## config.mk

```make
export PLATFORM = sky130hd
export DESIGN_NAME = cts_fifo
export DESIGN_NICKNAME = d
export VERILOG_FILES = /design/src/cts_pkg.sv /design/src/cts_fifo.sv
export SDC_FILE = /design/constraint.sdc
export NUM_CORES = 1
export LEC_CHECK = 0
export ABC_AREA = 1
export BUFFER_PORTS_ARGS = -buffer_cell sky130_fd_sc_hd__buf_2
export CORE_AREA = 2 2 72 108
export DETAILED_ROUTE_END_ITERATION = 10
export DIE_AREA = 0 0 74 110
export GPL_TIMING_DRIVEN = 0
export MAX_ROUTING_LAYER = met4
export PLACE_DENSITY = 0.65
export SETUP_SLACK_MARGIN = 0.5
export SYNTH_ARGS = -nofsm -noshare
export SYNTH_HDL_FRONTEND = slang
export SYNTH_SLANG_ARGS = --single-unit
export TNS_END_PERCENT = 30
```

## constraint.sdc

```tcl
create_clock -name clk -period 2.8 [get_ports clk]
set_clock_uncertainty 0.05 [all_clocks]
set_input_delay 0.14 -clock clk [delete_from_list [all_inputs] [get_ports clk]]
set_output_delay 0.14 -clock clk [all_outputs]
set_load 0.03 [all_outputs]
```

## src/cts_pkg.sv

```systemverilog
// ---------------------------------------------------------------------------
// cts_pkg
// Shared types, codes and constants of the task scheduler.
// ---------------------------------------------------------------------------
package cts_pkg;

	localparam int NUM_SLOTS = 16;
	localparam int SLOT_W = $clog2(NUM_SLOTS);
	localparam int CNT_W = SLOT_W + 1;
	localparam int TIME_W = 18;
	localparam int SWC_W = 16;
	localparam logic [TIME_W-1:0] TIME_MAX = '1;
	localparam logic [SWC_W-1:0] SWC_MAX = '1;

	localparam logic [1:0] MODE_RR = 2'd0;
	localparam logic [1:0] MODE_FCFS = 2'd1;

	localparam logic [0:0] CFG_MODE = 1'd0;
	localparam logic [0:0] CFG_QUANTUM = 1'd1;

	localparam logic [7:0] QUANTUM_RST = 8'd2;

	typedef enum logic [1:0] {
		ST_NEW,
		ST_READY,
		ST_RUNNING,
		ST_DONE
	} stat_t;

	typedef enum logic [1:0] {
		SC_NONE,
		SC_ADMIT,
		SC_FCFS,
		SC_PRIO
	} scan_op_t;

	typedef enum logic [2:0] {
		K_LOADED = 3'd0,
		K_FULL   = 3'd1,
		K_IDLE   = 3'd2,
		K_DISP   = 3'd3,
		K_DONE   = 3'd4
	} kind_t;

	typedef enum logic [3:0] {
		S_IDLE,
		S_ADM0,
		S_POP,
		S_RR_DISP,
		S_RR_TICK,
		S_RR_ADM,
		S_RR_END,
		S_FC_SCAN,
		S_FC_DISP,
		S_FC_RUN,
		S_PR_SCAN,
		S_PR_DISP,
		S_PR_TICK,
		S_FIN,
		S_RES
	} state_t;

	typedef struct packed {
		logic [31:0] pid;
		logic [15:0] arr;
		logic [11:0] burst;
		logic [7:0]  prio;
	} rec_t;

	// broadcast from the sequencer to every cell
	typedef struct packed {
		logic              load;
		rec_t              rec;
		logic [SLOT_W-1:0] sel_slot;
		logic [CNT_W-1:0]  loaded;
		logic [TIME_W-1:0] now;
		scan_op_t          op;
		logic              inc_ready;
		logic              inc_prio;
		logic              disp;
		logic              fcfs_wait;
		logic              set_stat;
		stat_t             new_stat;
		logic              dec_rem;
		logic              clr_rem;
	} ctl_t;

	typedef struct packed {
		logic [31:0]       pid;
		logic [15:0]       arr;
		logic [11:0]       rem;
		logic [TIME_W-1:0] wait_t;
		logic [TIME_W-1:0] resp;
		stat_t             stat;
	} view_t;

	typedef struct packed {
		logic              valid;
		logic [SLOT_W-1:0] slot;
		logic [15:0]       key;
	} cand_t;

	typedef struct packed {
		kind_t             kind;
		logic [SLOT_W-1:0] slot;
		logic [31:0]       pid;
		logic              switched;
		logic [11:0]       run;
		logic              finished;
		logic [TIME_W-1:0] ta;
		logic [TIME_W-1:0] wait_t;
		logic [TIME_W-1:0] resp;
	} res_t;

endpackage

```

## src/cts_fifo.sv

```systemverilog
// ---------------------------------------------------------------------------
// cts_fifo
// Round robin ready queue of slot numbers.
// ---------------------------------------------------------------------------
module cts_fifo import cts_pkg::*; (
	input  logic              clk,
	input  logic              arst_n,
	input  logic              push,
	input  logic [SLOT_W-1:0] push_data,
	input  logic              pop,
	output logic [SLOT_W-1:0] head_data,
	output logic              empty
);

	logic [SLOT_W-1:0] mem [NUM_SLOTS];
	logic [SLOT_W-1:0] head_q;
	logic [CNT_W-1:0]  count_q;
	logic              do_push, do_pop;
	logic [SLOT_W-1:0] wr_addr;

	always_comb begin
		do_pop  = pop && count_q != '0;
		do_push = push && count_q != CNT_W'(NUM_SLOTS);
		wr_addr = head_q + count_q[SLOT_W-1:0];
	end

	always_ff @(posedge clk) begin
		if (do_push) begin
			mem[wr_addr] <= push_data;
		end
	end

	always_ff @(posedge clk or negedge arst_n) begin
		if (!arst_n) begin
			head_q  <= '0;
			count_q <= '0;
		end else begin
			if (do_pop) begin
				head_q <= head_q + 1'b1;
			end
			count_q <= count_q + CNT_W'(do_push) - CNT_W'(do_pop);
		end
	end

	assign head_data = mem[head_q];
	assign empty     = count_q == '0;

endmodule

```

## After elaboration in Yosys (flattened, before gate mapping)

Memory sizes are Yosys's and may differ from the RTL's.
Index checks and enable logic that the tools add are counted.

- Register bits after elaboration: 9
- Bits in writable memories: 64
- Bits of input ports: 8
- Output and inout port bits: 5
- Word-level logic and storage cells: 14
- Memories kept: 1

- Add/sub/neg operators: 4
- Equal/unequal tests: 1
- Multiplexer cells: 2
- Reduce and logical (&&, ||, !) cells: 4

Memories:

| memory | depth | width | rd ports | clocked after memory_dff | write ports | line | source |
|---|---|---|---|---|---|---|---|
| mem | 16 | 4 | 1 | 0 | 1 | cts_fifo.sv:15 | `logic [SLOT_W-1:0] mem [NUM_SLOTS];` |

Operators by type and width:

| kind | count |
|---|---|
| 5-bit by 1-bit adder with 5-bit output | 1 |
| 5-bit logical NOT | 1 |
| 5-bit != test (second input constant) | 1 |
| 5-bit nonzero test | 1 |
| 5-bit by 1-bit subtractor with 5-bit output | 1 |
| 4-bit by 1-bit adder with 4-bit output (second input constant) | 1 |
| 4-bit adder | 1 |
| 1-bit logical AND | 2 |
| 1-bit 2-to-1 mux | 2 |

## Depth between registers and ports, before layout

- Depth after elaboration: 4
- Depth in mapped cells: 12
- Depth with buffers taken out: 12

## Least setup slack after synthesis

No wires, ideal clock.

- Path type: register -> register
- Start point: register count_q[3]
- End point: register count_q[4]
- Setup time: 0.126 ns
- Arrival time: 2.146 ns
- Required time: 2.624 ns
- Slack: 0.478 ns
- Stages on the path, launching flop included: 13
- Buffers on the path: 0
- Cells stage by stage: dfrtp_1 > inv_1 > ha_1 > nand4_1 > nand2_1 > inv_1 > ha_1 > inv_1 > ha_1 > fa_1 > nand3_1 > nand2_1 > xor2_1

RTL lines:

| item | line | source |
|---|---|---|
| from (decl) | cts_fifo.sv:17 | `logic [CNT_W-1:0] count_q;` |
| from (signal assigned) | cts_fifo.sv:41 | `count_q <= count_q + CNT_W'(do_push) - CNT_W'(do_pop);` |
| 5-bit nonzero test | cts_fifo.sv:22 | `do_pop = pop && count_q != '0;` |
| 1-bit logical AND | cts_fifo.sv:22 |  |
| net do_pop | cts_fifo.sv:18 | `logic do_push, do_pop;` |
| 5-bit by 1-bit subtractor with 5-bit output | cts_fifo.sv:41 |  |

The timed path passes the listed nets, and every way through them passes these cells.
A chain may end at the register's enable or synchronous reset.

## Worst setup path in the final report

- Start point: register head_q[0]
- End point: memory mem[7][3] (netlist bit) (enable)

- Cells in the longest elaborated chain, start to end: 1

RTL lines:

| item | line | source |
|---|---|---|
| from (decl) | cts_fifo.sv:16 | `logic [SLOT_W-1:0] head_q;` |
| from (signal assigned) | cts_fifo.sv:39 | `head_q <= head_q + 1'b1;` |
| 4-bit adder | cts_fifo.sv:24 | `wr_addr = head_q + count_q[SLOT_W-1:0];` |
| to (decl) | cts_fifo.sv:15 |  |

Every way passes these cells.

==> metrics.txt <==
status finished, final reports clean; Post-Layout Cell Count 479; Distinct cells, synth 26; synthesized netlist cell count 346; Placed Cells 458; Final Core Density 55.28%; worst r2r src head_q[0]; RSZ-0062 raised after global routing true; Final Cycle Share 82.04%; startpoint types flip-flop; die span in y 110 µm; Vias/cell 4.749; worst setup path start head_q[0]; Max Cap Viol 0; Synth-to-Final Area Change 12.92%; Setup crit end kind flip-flop; fillers 656; Overall Power 0.004807 W; IO buf count 12; WP data arrival 2.27 ns; WS Path Type flip-flop to flip-flop; Slowest-stage cell, CP fa_1; Detailed Route Iter0 Violations 116; CTS tree done; Worst Setup Slack, final 0.5030 ns; reg2reg path depth 4; # rows 38; GRT Overall Usage 20.42%; worst hold path class input pin to flip-flop; PwrDens 1211 nW/µm²; Root Buffer clkbuf_8; Syn Std Cell Area 3515 µm²; worst-skew pair later-pin latency 0.36 ns; drt first pass iters 4; Final Hold Viols 0; Worst Tran Pin Value 0.3984 ns; CP endpoint mem[7][3]; Detail Placement HPWL 5122 µm; cells traversed along the worst timing path ha_1, fa_1, nand4_1, nor2_1; CTS clk-pin slew, worst paths 0.07 ns; Initial Utilization 48.95%; Final min period 2.297 ns; largest net degree at the start of global routing 17; WL/cell 14.56 µm; fmax 0.4353 GHz; pre-CTS setup slack 0.2397 ns; initial antenna violation count 0; syn_nets 366; clk sink count 73; die area 8140 µm²; grt ovf 0; via count 2,275; layout cells sized above 1 21.37%; slowest stage delay, CP 0.53 ns; CORE AREA 7179 µm²; Seq/Total Area, Yosys 61.09%; Synth Warn # 0; endpoints failing setup 0; H-tree depth 3; crit path max fanout 4; io pins 13; Num CTS Buffers 9; RD Place Congestion 0.7902; Fin Setup TNS 0 ns; Die Wd 74 µm; Register-to-Register Setup Slack 0.50 ns; FF+latch count, synth 73; Max-slew headroom 73.34%; Antenna Violating Nets Remaining 0; Max VDD drop 0.7779 mV; Pleak 1.712 nW; Reg-to-Reg End mem[7][3]; ant diodes 0; WL final 6973 µm; Worst Path Required 2.77 ns; Final nets 394; syn_area_per_cell 10.16 µm²; Slew Limit Fails 0; Residual DRC 0; first-pass GRT wire length 11,290 µm; clock buffer depth 2; vias in the first global route 2,221
## worst max-delay path, delay by kind of cell (launching register included)
family	cells	cell delay, ns
flops	1	0.45
simple gates	2	0.68
fa+ha+maj	2	0.79
## stage by stage
step,hold WS (ns),area [µm²]
5_1_grt,0.09268,3969
3_3_place_gp,-0.04067,3702
6_report,0.05541,3969
4_1_cts,0.05014,3941
2_1_floorplan,-0.2056,3517
3_5_place_dp,-0.04018,3702
## repair_timing
action | 4_1_cts | 5_1_grt
hold buffers | 1 | 0
hold endpoints to repair | 9 | 0
pin swaps | 3 | 2
buffers inserted | 3 | 1
resized for setup | 6 | 8
endpoints found under the setup margin | 18 | 53
## layout make-up
type                       instances  area (µm²)  share of cell area (%)
clock buffer                      13       158.9                   4.004
multi-input combinational        221        1146                   28.88
sequential                        73        2147                   54.10
inverter                          43       175.2                   4.414
tap                              100       125.1                   3.153
buffer                             9       76.32                   1.923
clock inverter                     3       40.04                   1.009
timing repair buffer              17       100.1                   2.522
## registers in the layout, summed over array words and instances, names as in the netlist
register and flops:
count_q 5, mem 64, head_q 4
## cells by family after synthesis
group | share of synthesized area, %
AND/OR/NAND/NOR | 24.35
flip-flops | 61.09
buffers and inverters | 7.155
adder cells (fa/ha/maj) | 4.699
XOR/XNOR | 1.994
AO/OA/AOI/OAI | 0.7119
## synthesized netlist by cell type, drive strengths merged
cell    instances  area share, %
ha             10            3.6
inv            42            4.8
edfxtp         64             55
nand3          30            4.7
nand2         118             14
nor2           42            5.1
buf             9            2.2
a21oi           3           0.43
dfrtp           9            6.4
clkinv          1           0.14
nand4           6            1.1
xnor2           3           0.75
o21ai           2           0.28
xor2            5            1.2
fa              2            1.1
## routing by layer
metal	vias up	global-route usage (%)	part of all wire (%)
li1	1175	-	-
met1	1034	21.16	38
met2	48	35.78	55
met3	18	5.364	3.8
met4	0	9.091	3.0
met5	-	-	0
## placed cells by master, fill, tap and decap left out, drive strengths merged
cell and n:
a21oi 3, buf 25, bufinv 1, clkbuf 13, clkinv 3, dfrtp 9
dlygate4sd3 1, edfxtp 64, fa 2, ha 10, inv 42, nand2 118
nand3 30, nand4 6, nor2 42, o21ai 2, xnor2 3, xor2 5
## report_power, final
part	total (W)	switching, W	internal (W)
clock	0.000825	0.000367	0.000458
sequential	0.00164	0.000134	0.00150
combinational	0.00234	0.00158	0.000769
total	0.00481	0.00208	0.00273
## worst min path at each step
| stage | from | to | slack, ns | depth (start not counted) |
|---|---|---|---|---|
| after floorplan | arst_n | count_q[0] | -0.21 | 0 |
| after global placement | arst_n | head_q[3] | -0.04 | 1 |
| after detailed placement | arst_n | head_q[0] | -0.04 | 1 |
| after CTS | pop | head_q[1] | 0.05 | 4 |
| after global routing | pop | head_q[1] | 0.09 | 4 |
| final | pop | head_q[1] | 0.06 | 4 |
No activity file was read; power rests on OpenSTA's default activity.
