===== src/cts_pkg.sv =====
// ---------------------------------------------------------------------------
// cts_pkg
// Shared types, codes and constants of the task scheduler.
// ---------------------------------------------------------------------------
package cts_pkg;

	localparam int NUM_SLOTS = 16;
	localparam int SLOT_W = $clog2(NUM_SLOTS);
	localparam int CNT_W = SLOT_W + 1;
	localparam int TIME_W = 18;
	localparam int SWC_W = 16;
	localparam logic [TIME_W-1:0] TIME_MAX = '1;
	localparam logic [SWC_W-1:0] SWC_MAX = '1;

	localparam logic [1:0] MODE_RR = 2'd0;
	localparam logic [1:0] MODE_FCFS = 2'd1;

	localparam logic [0:0] CFG_MODE = 1'd0;
	localparam logic [0:0] CFG_QUANTUM = 1'd1;

	localparam logic [7:0] QUANTUM_RST = 8'd2;

	typedef enum logic [1:0] {
		ST_NEW,
		ST_READY,
		ST_RUNNING,
		ST_DONE
	} stat_t;

	typedef enum logic [1:0] {
		SC_NONE,
		SC_ADMIT,
		SC_FCFS,
		SC_PRIO
	} scan_op_t;

	typedef enum logic [2:0] {
		K_LOADED = 3'd0,
		K_FULL   = 3'd1,
		K_IDLE   = 3'd2,
		K_DISP   = 3'd3,
		K_DONE   = 3'd4
	} kind_t;

	typedef enum logic [3:0] {
		S_IDLE,
		S_ADM0,
		S_POP,
		S_RR_DISP,
		S_RR_TICK,
		S_RR_ADM,
		S_RR_END,
		S_FC_SCAN,
		S_FC_DISP,
		S_FC_RUN,
		S_PR_SCAN,
		S_PR_DISP,
		S_PR_TICK,
		S_FIN,
		S_RES
	} state_t;

	typedef struct packed {
		logic [31:0] pid;
		logic [15:0] arr;
		logic [11:0] burst;
		logic [7:0]  prio;
	} rec_t;

	// broadcast from the sequencer to every cell
	typedef struct packed {
		logic              load;
		rec_t              rec;
		logic [SLOT_W-1:0] sel_slot;
		logic [CNT_W-1:0]  loaded;
		logic [TIME_W-1:0] now;
		scan_op_t          op;
		logic              inc_ready;
		logic              inc_prio;
		logic              disp;
		logic              fcfs_wait;
		logic              set_stat;
		stat_t             new_stat;
		logic              dec_rem;
		logic              clr_rem;
	} ctl_t;

	typedef struct packed {
		logic [31:0]       pid;
		logic [15:0]       arr;
		logic [11:0]       rem;
		logic [TIME_W-1:0] wait_t;
		logic [TIME_W-1:0] resp;
		stat_t             stat;
	} view_t;

	typedef struct packed {
		logic              valid;
		logic [SLOT_W-1:0] slot;
		logic [15:0]       key;
	} cand_t;

	typedef struct packed {
		kind_t             kind;
		logic [SLOT_W-1:0] slot;
		logic [31:0]       pid;
		logic              switched;
		logic [11:0]       run;
		logic              finished;
		logic [TIME_W-1:0] ta;
		logic [TIME_W-1:0] wait_t;
		logic [TIME_W-1:0] resp;
	} res_t;

endpackage


===== src/cts_cell.sv =====
// ---------------------------------------------------------------------------
// cts_cell
// One process slot: holds its record and timing state, takes the scan
// token and the best candidate from its left neighbor and hands them on.
// ---------------------------------------------------------------------------
module cts_cell import cts_pkg::*; (
	input  logic              clk,
	input  logic              arst_n,
	input  logic [SLOT_W-1:0] idx,
	input  ctl_t              ctl,
	input  logic              tok_in,
	input  cand_t             cand_in,
	output logic              tok_out,
	output cand_t             cand_out,
	output view_t             view,
	output logic              push
);

	logic              tok_q;
	cand_t             cand_q;
	logic [31:0]       pid_q;
	logic [15:0]       arr_q;
	logic [11:0]       rem_q;
	logic [7:0]        prio_q;
	logic [TIME_W-1:0] wait_q;
	logic [TIME_W-1:0] resp_q;
	logic              rset_q;
	stat_t             stat_q;

	logic              used, sel, arrived, live, active, elig, take, wait_inc;
	logic [15:0]       key;
	logic [TIME_W-1:0] since;

	always_comb begin
		used     = {1'b0, idx} < ctl.loaded;
		sel      = idx == ctl.sel_slot;
		arrived  = {2'b00, arr_q} <= ctl.now;
		live     = stat_q != ST_DONE;
		active   = tok_q && used;
		push     = active && ctl.op == SC_ADMIT && stat_q == ST_NEW && arrived;
		elig     = (ctl.op == SC_FCFS) ? live : (arrived && rem_q != '0 && live);
		key      = (ctl.op == SC_FCFS) ? arr_q : {8'd0, prio_q};
		take     = active && (ctl.op == SC_FCFS || ctl.op == SC_PRIO) && elig &&
			(!cand_in.valid || key < cand_in.key);
		since    = ctl.now - {2'b00, arr_q};
		wait_inc = used && ((ctl.inc_ready && stat_q == ST_READY) ||
			(ctl.inc_prio && !sel && arrived && rem_q != '0 && live));
	end

	always_ff @(posedge clk or negedge arst_n) begin
		if (!arst_n) begin
			tok_q  <= 1'b0;
			cand_q <= '0;
		end else begin
			tok_q <= tok_in;
			if (tok_q) begin
				cand_q <= take ? '{valid: 1'b1, slot: idx, key: key} : cand_in;
			end
		end
	end

	always_ff @(posedge clk) begin
		if (ctl.load && sel) begin
			pid_q  <= ctl.rec.pid;
			arr_q  <= ctl.rec.arr;
			rem_q  <= ctl.rec.burst;
			prio_q <= ctl.rec.prio;
			wait_q <= '0;
			resp_q <= '0;
			rset_q <= 1'b0;
			stat_q <= ST_NEW;
		end else begin
			if (push) begin
				stat_q <= ST_READY;
			end
			if (ctl.set_stat && sel) begin
				stat_q <= ctl.new_stat;
			end
			if (wait_inc && wait_q != TIME_MAX) begin
				wait_q <= wait_q + 1'b1;
			end
			if (ctl.fcfs_wait && sel) begin
				wait_q <= since;
			end
			if (ctl.disp && sel && !rset_q) begin
				resp_q <= since;
				rset_q <= 1'b1;
			end
			if (ctl.dec_rem && sel) begin
				rem_q <= rem_q - 1'b1;
			end
			if (ctl.clr_rem && sel) begin
				rem_q <= '0;
			end
		end
	end

	assign tok_out  = tok_q;
	assign cand_out = cand_q;
	assign view     = '{pid: pid_q, arr: arr_q, rem: rem_q, wait_t: wait_q, resp: resp_q,
		stat: stat_q};

endmodule


===== src/cts_row.sv =====
// ---------------------------------------------------------------------------
// cts_row
// The chain of slot cells; a scan token enters at slot 0 and walks one
// slot per cycle, the winning candidate leaves the last cell.
// ---------------------------------------------------------------------------
module cts_row import cts_pkg::*; (
	input  logic  clk,
	input  logic  arst_n,
	input  ctl_t  ctl,
	input  logic  start,
	output view_t views [NUM_SLOTS],
	output logic  push_any,
	output cand_t cand_last
);

	logic  tok  [NUM_SLOTS+1];
	cand_t cand [NUM_SLOTS+1];
	logic  [NUM_SLOTS-1:0] push;

	assign tok[0]  = start;
	assign cand[0] = '0;

	for (genvar i = 0; i < NUM_SLOTS; i++) begin : g_cell
		cts_cell u_cell (
			.clk      (clk),
			.arst_n   (arst_n),
			.idx      (SLOT_W'(i)),
			.ctl      (ctl),
			.tok_in   (tok[i]),
			.cand_in  (cand[i]),
			.tok_out  (tok[i+1]),
			.cand_out (cand[i+1]),
			.view     (views[i]),
			.push     (push[i])
		);
	end

	assign push_any  = |push;
	assign cand_last = cand[NUM_SLOTS];

endmodule


===== config.mk =====
export PLATFORM = sky130hd
export DESIGN_NAME = cts_row
export DESIGN_NICKNAME = d
export VERILOG_FILES = /design/src/cts_pkg.sv /design/src/cts_cell.sv /design/src/cts_row.sv
export SDC_FILE = /design/constraint.sdc
export NUM_CORES = 2
export LEC_CHECK = 0
export ABC_CLOCK_PERIOD_IN_PS = 4000
export BUFFER_PORTS_ARGS = -buffer_cell sky130_fd_sc_hd__buf_2
export CAP_MARGIN = 20
export CORE_AREA = 2 2 657 659
export DETAILED_ROUTE_END_ITERATION = 12
export DIE_AREA = 0 0 659 661
export PLACE_DENSITY = 0.4
export REMOVE_ABC_BUFFERS = 1
export SLEW_MARGIN = 40
export SYNTH_ARGS = -nofsm -noshare
export SYNTH_HDL_FRONTEND = slang
export SYNTH_SLANG_ARGS = --single-unit
export TNS_END_PERCENT = 5

===== constraint.sdc =====
create_clock -name clk -period 4 [get_ports clk]
set_input_delay 0.4 -clock clk [delete_from_list [all_inputs] [get_ports clk]]
set_output_delay 0.4 -clock clk [all_outputs]
set_load 0.01 [all_outputs]

* After elaboration in Yosys (flattened, before gate mapping)
Cells that the tools add are included.
Storage, ports and cells: bits in writable memories 0, input bits 110, bits in read-only memories 0, word-level logic and storage cells 1041, bits in latches 0, memories 0, register bits 2064, output and inout bits 1590
Cells by class: div/mod/pow operators 0, equality and inequality tests 66, multipliers 0, $lt $le $gt $ge 47, reductions and logical operators 528, muxes and demuxes 160, shift-type cells 0, bitwise logic cells 0, add/sub/neg operators 48
Operators with widths (number):
- two-way mux 12 bit | 48
- two-way mux 18 bit | 32
- logical AND 1 bit | 367
- two-way mux 21 bit | 16
- adder 18 x 1 -> 18 bit, second input constant | 16
- <= comparator 16 x 18 -> 1 bit | 16
- inequality test 18 bit, second input constant | 16
- subtractor 18 x 16 -> 18 bit | 16
- two-way mux 16 bit | 16
- < comparator 16 bit | 15
- nonzero test 12 bit | 16
- subtractor 12 x 1 -> 12 bit, second input constant | 16
- two-way mux 2 bit | 32
- nonzero test 2 bit | 32
- nonzero test 3 bit | 16
- logical NOT 1 bit | 47
- < comparator 4 x 5 -> 1 bit, first input constant | 8
- equality test 2 x 1 -> 1 bit, second input constant | 17
- equality test 4 bit, first input constant | 8
- logical NOT 2 bit | 16
- logical OR 1 bit | 32
- inequality test 2 bit, second input constant | 16
- < comparator 3 x 5 -> 1 bit, first input constant | 4
- equality test 3 x 4 -> 1 bit, first input constant | 4
- 8 further kinds | 27

* Depth between registers and ports, before layout
word-level depth 11, gate-level depth with buffers 20, mapped depth without buffers 13

* By module
From an unflattened synthesis, not the netlist that was laid out.
Second synthesis, totals: cells, all modules 11056, area total of the unflattened synthesis 109356.1 sq um
By module, submodules not included:
- cts_cell (g_cell[10].u_cell ...) | area an instance 6875.3 sq um, times used 10, seq. area each 3373.2 sq um, cells an instance 701
- cts_cell (g_cell[7].u_cell ...) | area an instance 6737.7 sq um, times used 2, seq. area each 3373.2 sq um, cells an instance 672
- cts_cell (g_cell[9].u_cell) | area an instance 6879.1 sq um, times used 1, seq. area each 3373.2 sq um, cells an instance 708
- cts_cell (g_cell[6].u_cell) | area an instance 6806.5 sq um, times used 1, seq. area each 3373.2 sq um, cells an instance 636
- cts_cell (g_cell[0].u_cell) | area an instance 6725.2 sq um, times used 1, seq. area each 3373.2 sq um, cells an instance 682
- cts_cell (g_cell[13].u_cell) | area an instance 6677.7 sq um, times used 1, seq. area each 3373.2 sq um, cells an instance 669
- cts_row | area an instance 38.8 sq um, times used 1, seq. area each 0.0 sq um, cells an instance 7

* Least setup slack after synthesis
Ideal clock, no wire load.
kind input -> register, start point input ctl[10] (netlist bit), end point register g_cell[8].u_cell.cand_q (netlist bit g_cell[8].u_cell.cand_out[10]), buffers on the path 5, stages 18, setup time 68 ps, data arrival time 4154 ps, data required time 3932 ps, setup slack -222 ps, path through clkbuf_1 > nand2b_1 > clkbuf_1 > clkbuf_1 > buf_1 > clkbuf_1 > nor2_1 > ha_1 > a21oi_1 > nand2_1 > a21oi_1 > o21ai_0 > o21a_1 > o21ai_0 > a31oi_1 > or2_2 > nor3_1 > a221o_1
On the way: longest elaborated chain between the ends 6, elaborated cells between the ends (all ways) 11, those cells by class order compare (1); eq/ne (2); mux (3); reduce/logical (5)
RTL lines:
- from (decl) | RTL line cts_row.sv:9 | input ctl_t ctl,
- equality test 2 bit (on tied branches) | RTL line cts_cell.sv:41, cts_cell.sv:42, cts_cell.sv:43
- two-way mux 16 bit / logical OR 1 bit (equally long branches) | RTL line cts_cell.sv:42, cts_cell.sv:43
- < comparator 16 bit / logical AND 1 bit (equally long branches) | RTL line cts_cell.sv:44, cts_cell.sv:43
- logical OR 1 bit / logical AND 1 bit (equally long branches) | RTL line cts_cell.sv:44, cts_cell.sv:43
- logical AND 1 bit | RTL line cts_cell.sv:43 | take = active && (ctl.op == SC_FCFS || ctl.op == SC_PRIO) && elig &&
- two-way mux 21 bit * | RTL line cts_cell.sv:57 | cand_q <= take ? '{valid: 1'b1, slot: idx, key: key} : cand_in;
- to (signal assigned) | RTL line cts_cell.sv:57
- to (decl) | RTL line cts_cell.sv:20 | cand_t cand_q;
Every way passes the cells marked *; elsewhere a longest branch is shown, timed or not. A chain may end at the register's enable or synchronous reset.

* Worst setup path in the final report
start point register g_cell[13].u_cell.arr_q[10], end point output push_any
On the way: longest elaborated chain between the ends 3
RTL lines:
- from (decl) | RTL line cts_cell.sv:22 | logic [15:0] arr_q;
- from (signal assigned) | RTL line cts_cell.sv:65 | arr_q <= ctl.rec.arr;
- <= comparator 16 x 18 -> 1 bit | RTL line cts_cell.sv:37 | arrived = {2'b00, arr_q} <= ctl.now;
- logical AND 1 bit | RTL line cts_cell.sv:40 | push = active && ctl.op == SC_ADMIT && stat_q == ST_NEW && arrived;
- OR reduction 16 bit | RTL line cts_row.sv:38 | assign push_any = |push;
- to (decl) | RTL line cts_row.sv:12 | output logic push_any,
Every way passes these cells.

==> flow_summary.toml <==
[finish]
finish.instance_area_um2 = 134000
seqCellArea_um2 = 53600
finalNonFillerCells = 18611
multi_input_area_um2 = 42900
drive_gt1_frac = 0.270
num-fill-cells = 45410
final_util = 0.312
fin_nets = 13300
syn2layout_area_growth_pct = 33.8

[setup_path]
cp_slowest_cell = "edfxtp_1"
max_stage_delay_ns = 0.52
timing.rr.end = "g_cell[15].u_cell.wait_q[12]"
rr_worst_depth = 26
end_kind = "output port"
critical_path_depth = 13
r2r_slack_ns = -0.30
regToRegStartpoint = "g_cell[15].u_cell.arr_q[2]"
cp-start-kind = "flop"
cp-endpoint = "push_any"
cp.required_ns = 3.60
crit_chain = "inv_1, ha_1, a21oi_1, o21ai_0, a21oi_1, o21ai_0, a311oi_1, buf_4, nor2_4, nor4_2, and4_4, nand2_8, buf_6"
arrival_ns = 3.96
startpoint = "g_cell[13].u_cell.arr_q[10]"
cp_top_family = "compound AO/OA/AOI/OAI gates"
crit_type = "reg2out"
cp_max_fo = 3
crit_buf_inv = 3

[timing]
worst_clock_skew_ns = 0.0584
worst_slew_pin_slew_ns = 0.932
drv_slew = 0
setup_viol = 12
finalCritPeriodShare = 1.09
fin_ws_ns = -0.357
rsz0062_at_grt = "yes"
fmax_mhz = 229
hold_viol = 0
slew_headroom = 0.374
fin_crit_ns = 4.36

[drt]
vias = 89344
drt_iter0_drc = 7875
drc_errors = 0
wl_per_cell_um = 30.8
avgViaCountPerCell = 4.80
drtPass1Iterations = 5
wl_mm = 573
antenna_left = 0

[synth]
synth.area.top_cells = "edfxtp_1, dfxtp_1, dfrtp_1"
muxShareOfSynthArea = 0.0122
yosys_warnings = 0
synth_top_area_frac = 0.326
syn_area_per_cell_um2 = 10.1
synth_edf_count = 1088
netlist_area_um2 = 100000
synth_adder_area_share = 0.0673
synth_cells = 9950
synth_xor_area_frac = 0.0567
ys_seq_elements = 2049
yosys.area_share.simple = 0.141
async_flop_share = 0.164
ys_seq_area_frac = 0.535
synth-compound-area-share = 0.145
synth_cell_types = 90
synth-main-ff-cell = "edfxtp_1"
synth_top_family_by_area = "compound AO/OA/AOI/OAI gates"
synth_largest_area_cell = "edfxtp_1"

[global_routing]
grt_max_degree = 75
grt_usage = 0.252
antenna_found_initial = 69
grt_overflow = 0
grt_pass1_wl_mm = 758
grt_pass1_vias = 85944

[floorplan]
rows = 241
initial_utilization = 0.233
fp.dieW_um = 659
io_pins = 1700
die_h_um = 661
dieArea_um2 = 436000
core_area_um2 = 429000

[run_status]
failed_checks = "setup timing"
status = "finished with violations"

[flow_run]
maxCapViolCount = 0

[cts]
cts_tree = "built"
insertion_delay_ns = 0.95
numCtsBuffers = 269
htree_levels = 5
cts_buffer_depth = 4
clkSinkCount = 2049
root_buffer = "clkbuf_16"
path_clk_slew_ns = 0.06

[power_and_ir_drop]
p_leak_nw = 56.1
ir_drop_uv = 433
powerDensity_nw_per_um2 = 509
power_mw = 68.2

[placement]
hpwl_mm = 455
dp.cells = 17973
placed_area_um2 = 123000
portBuffers = 1699
gp_congestion = 0.909

[hold_path]
worstHoldPathType = "in2async"
## cell type report
class	instances	area share
Antenna cell	25	0.000467
Clock buffer	375	0.0583
Clock inverter	111	0.00828
Inverter	665	0.0189
Multi-Input combinational cell	6772	0.320
Sequential cell	2049	0.400
Tap cell	5710	0.0533
Timing Repair Buffer	2904	0.141
## layout by cell type, fill, tap and decap left out, types with 58 or more instances in the layout
master	n
buf_2	1683
nand2_1	1252
edfxtp_1	1088
buf_4	1072
o21ai_0	749
nor2_1	746
a21oi_1	685
inv_1	629
dfxtp_1	624
ha_1	506
xnor2_1	377
dfrtp_1	337
clkbuf_16	287
xor2_1	266
nand3_1	262
a211oi_1	192
nor3_1	160
nand4_1	150
a21o_1	126
o221ai_1	116
mux2i_1	93
buf_12	89
and3_1	88
o21a_1	67
nor2b_1	61
nand2b_1	60
clkbuf_1	58
## sequential cells by signal, indices dropped and copies added (netlist names)
name / flops
g_cell.u_cell.resp_q: 288
g_cell.u_cell.tok_out: 16
g_cell.u_cell.wait_q: 288
g_cell.u_cell.arr_q: 256
g_cell.u_cell.prio_q: 128
g_cell.u_cell.pid_q: 512
g_cell.u_cell.rem_q: 192
g_cell.u_cell.cand_out: 321
g_cell.u_cell.stat_q: 32
g_cell.u_cell.rset_q: 16
## cells by family after synthesis
group                      after synthesis
xor gates and xnor gates               648
DFF                                   2049
AOI/OAI and AO/OA                     2368
muxes                                  115
and+or+nand+nor                       3112
adders and majority gates              529
buffers and inverters                 1129
## synthesized netlist by cell type (all sizes together) (64+ instances only)
| master | n |
|---|---|
| a211oi | 194 |
| a21o | 126 |
| a21oi | 698 |
| and3 | 91 |
| buf | 92 |
| clkbuf | 372 |
| dfrtp | 337 |
| dfxtp | 624 |
| edfxtp | 1088 |
| ha | 513 |
| inv | 658 |
| mux2i | 93 |
| nand2 | 1261 |
| nand3 | 262 |
| nand4 | 150 |
| nor2 | 762 |
| nor2b | 64 |
| nor3 | 169 |
| o21a | 67 |
| o21ai | 765 |
| o221ai | 117 |
| xnor2 | 381 |
| xor2 | 267 |
## per-stage QoR
step | setup slack, ns | hold WS [ns] | TNS, ns
4_1_cts | -0.366 | 0.00536 | -1.95
5_1_grt | -0.507 | 0.0562 | -4.94
2_1_floorplan | -6.15 | 0.104 | -1402.83
6_report | -0.357 | 0.0373 | -2.90
3_5_place_dp | -0.802 | 0.438 | -24.02
3_3_place_gp | -0.831 | 0.417 | -24.48
## layer usage
| metal | up-vias | global-route usage | routed length (um) |
|---|---|---|---|
| met1 | 44711 | 0.318 | 239000 |
| met4 | 8 | 0.0996 | 26200 |
| li1 | 41004 | - | - |
| met2 | 2958 | 0.417 | 268000 |
| met3 | 663 | 0.0574 | 39400 |
| met5 | - | 0 | 83 |
## timing repair
action,in CTS,in global routing
hold endpoints to repair,788,0
endpoints found under the setup margin,1,17
buffers inserted,73,0
hold buffers,55,0
resized for setup,109,7
pin swaps,42,4
## where the power goes
group          internal [mW]  switching, mW  leakage, nW  total (mW)
sequential              24.9           2.77         19.2        27.7
clock                   14.6           10.5         4.37        25.1
combinational           5.91           9.52         32.5        15.4
total                   45.4           22.8         56.1        68.2
## worst min path at each step
stage / from / end / slack, ns / depth (start not counted)
2_1_floorplan: arst_n / g_cell[0].u_cell.cand_out[0] / 0.10 / 0
3_3_place_gp: arst_n / g_cell[15].u_cell.cand_out[18] / 0.42 / 1
3_5_place_dp: arst_n / g_cell[15].u_cell.cand_out[18] / 0.44 / 1
4_1_cts: arst_n / g_cell[14].u_cell.cand_out[16] / 0.005 / 2
5_1_grt: ctl[93] / g_cell[4].u_cell.pid_q[19] / 0.06 / 1
6_report: arst_n / g_cell[13].u_cell.cand_out[18] / 0.04 / 2
(Power assumes the default switching activity.)
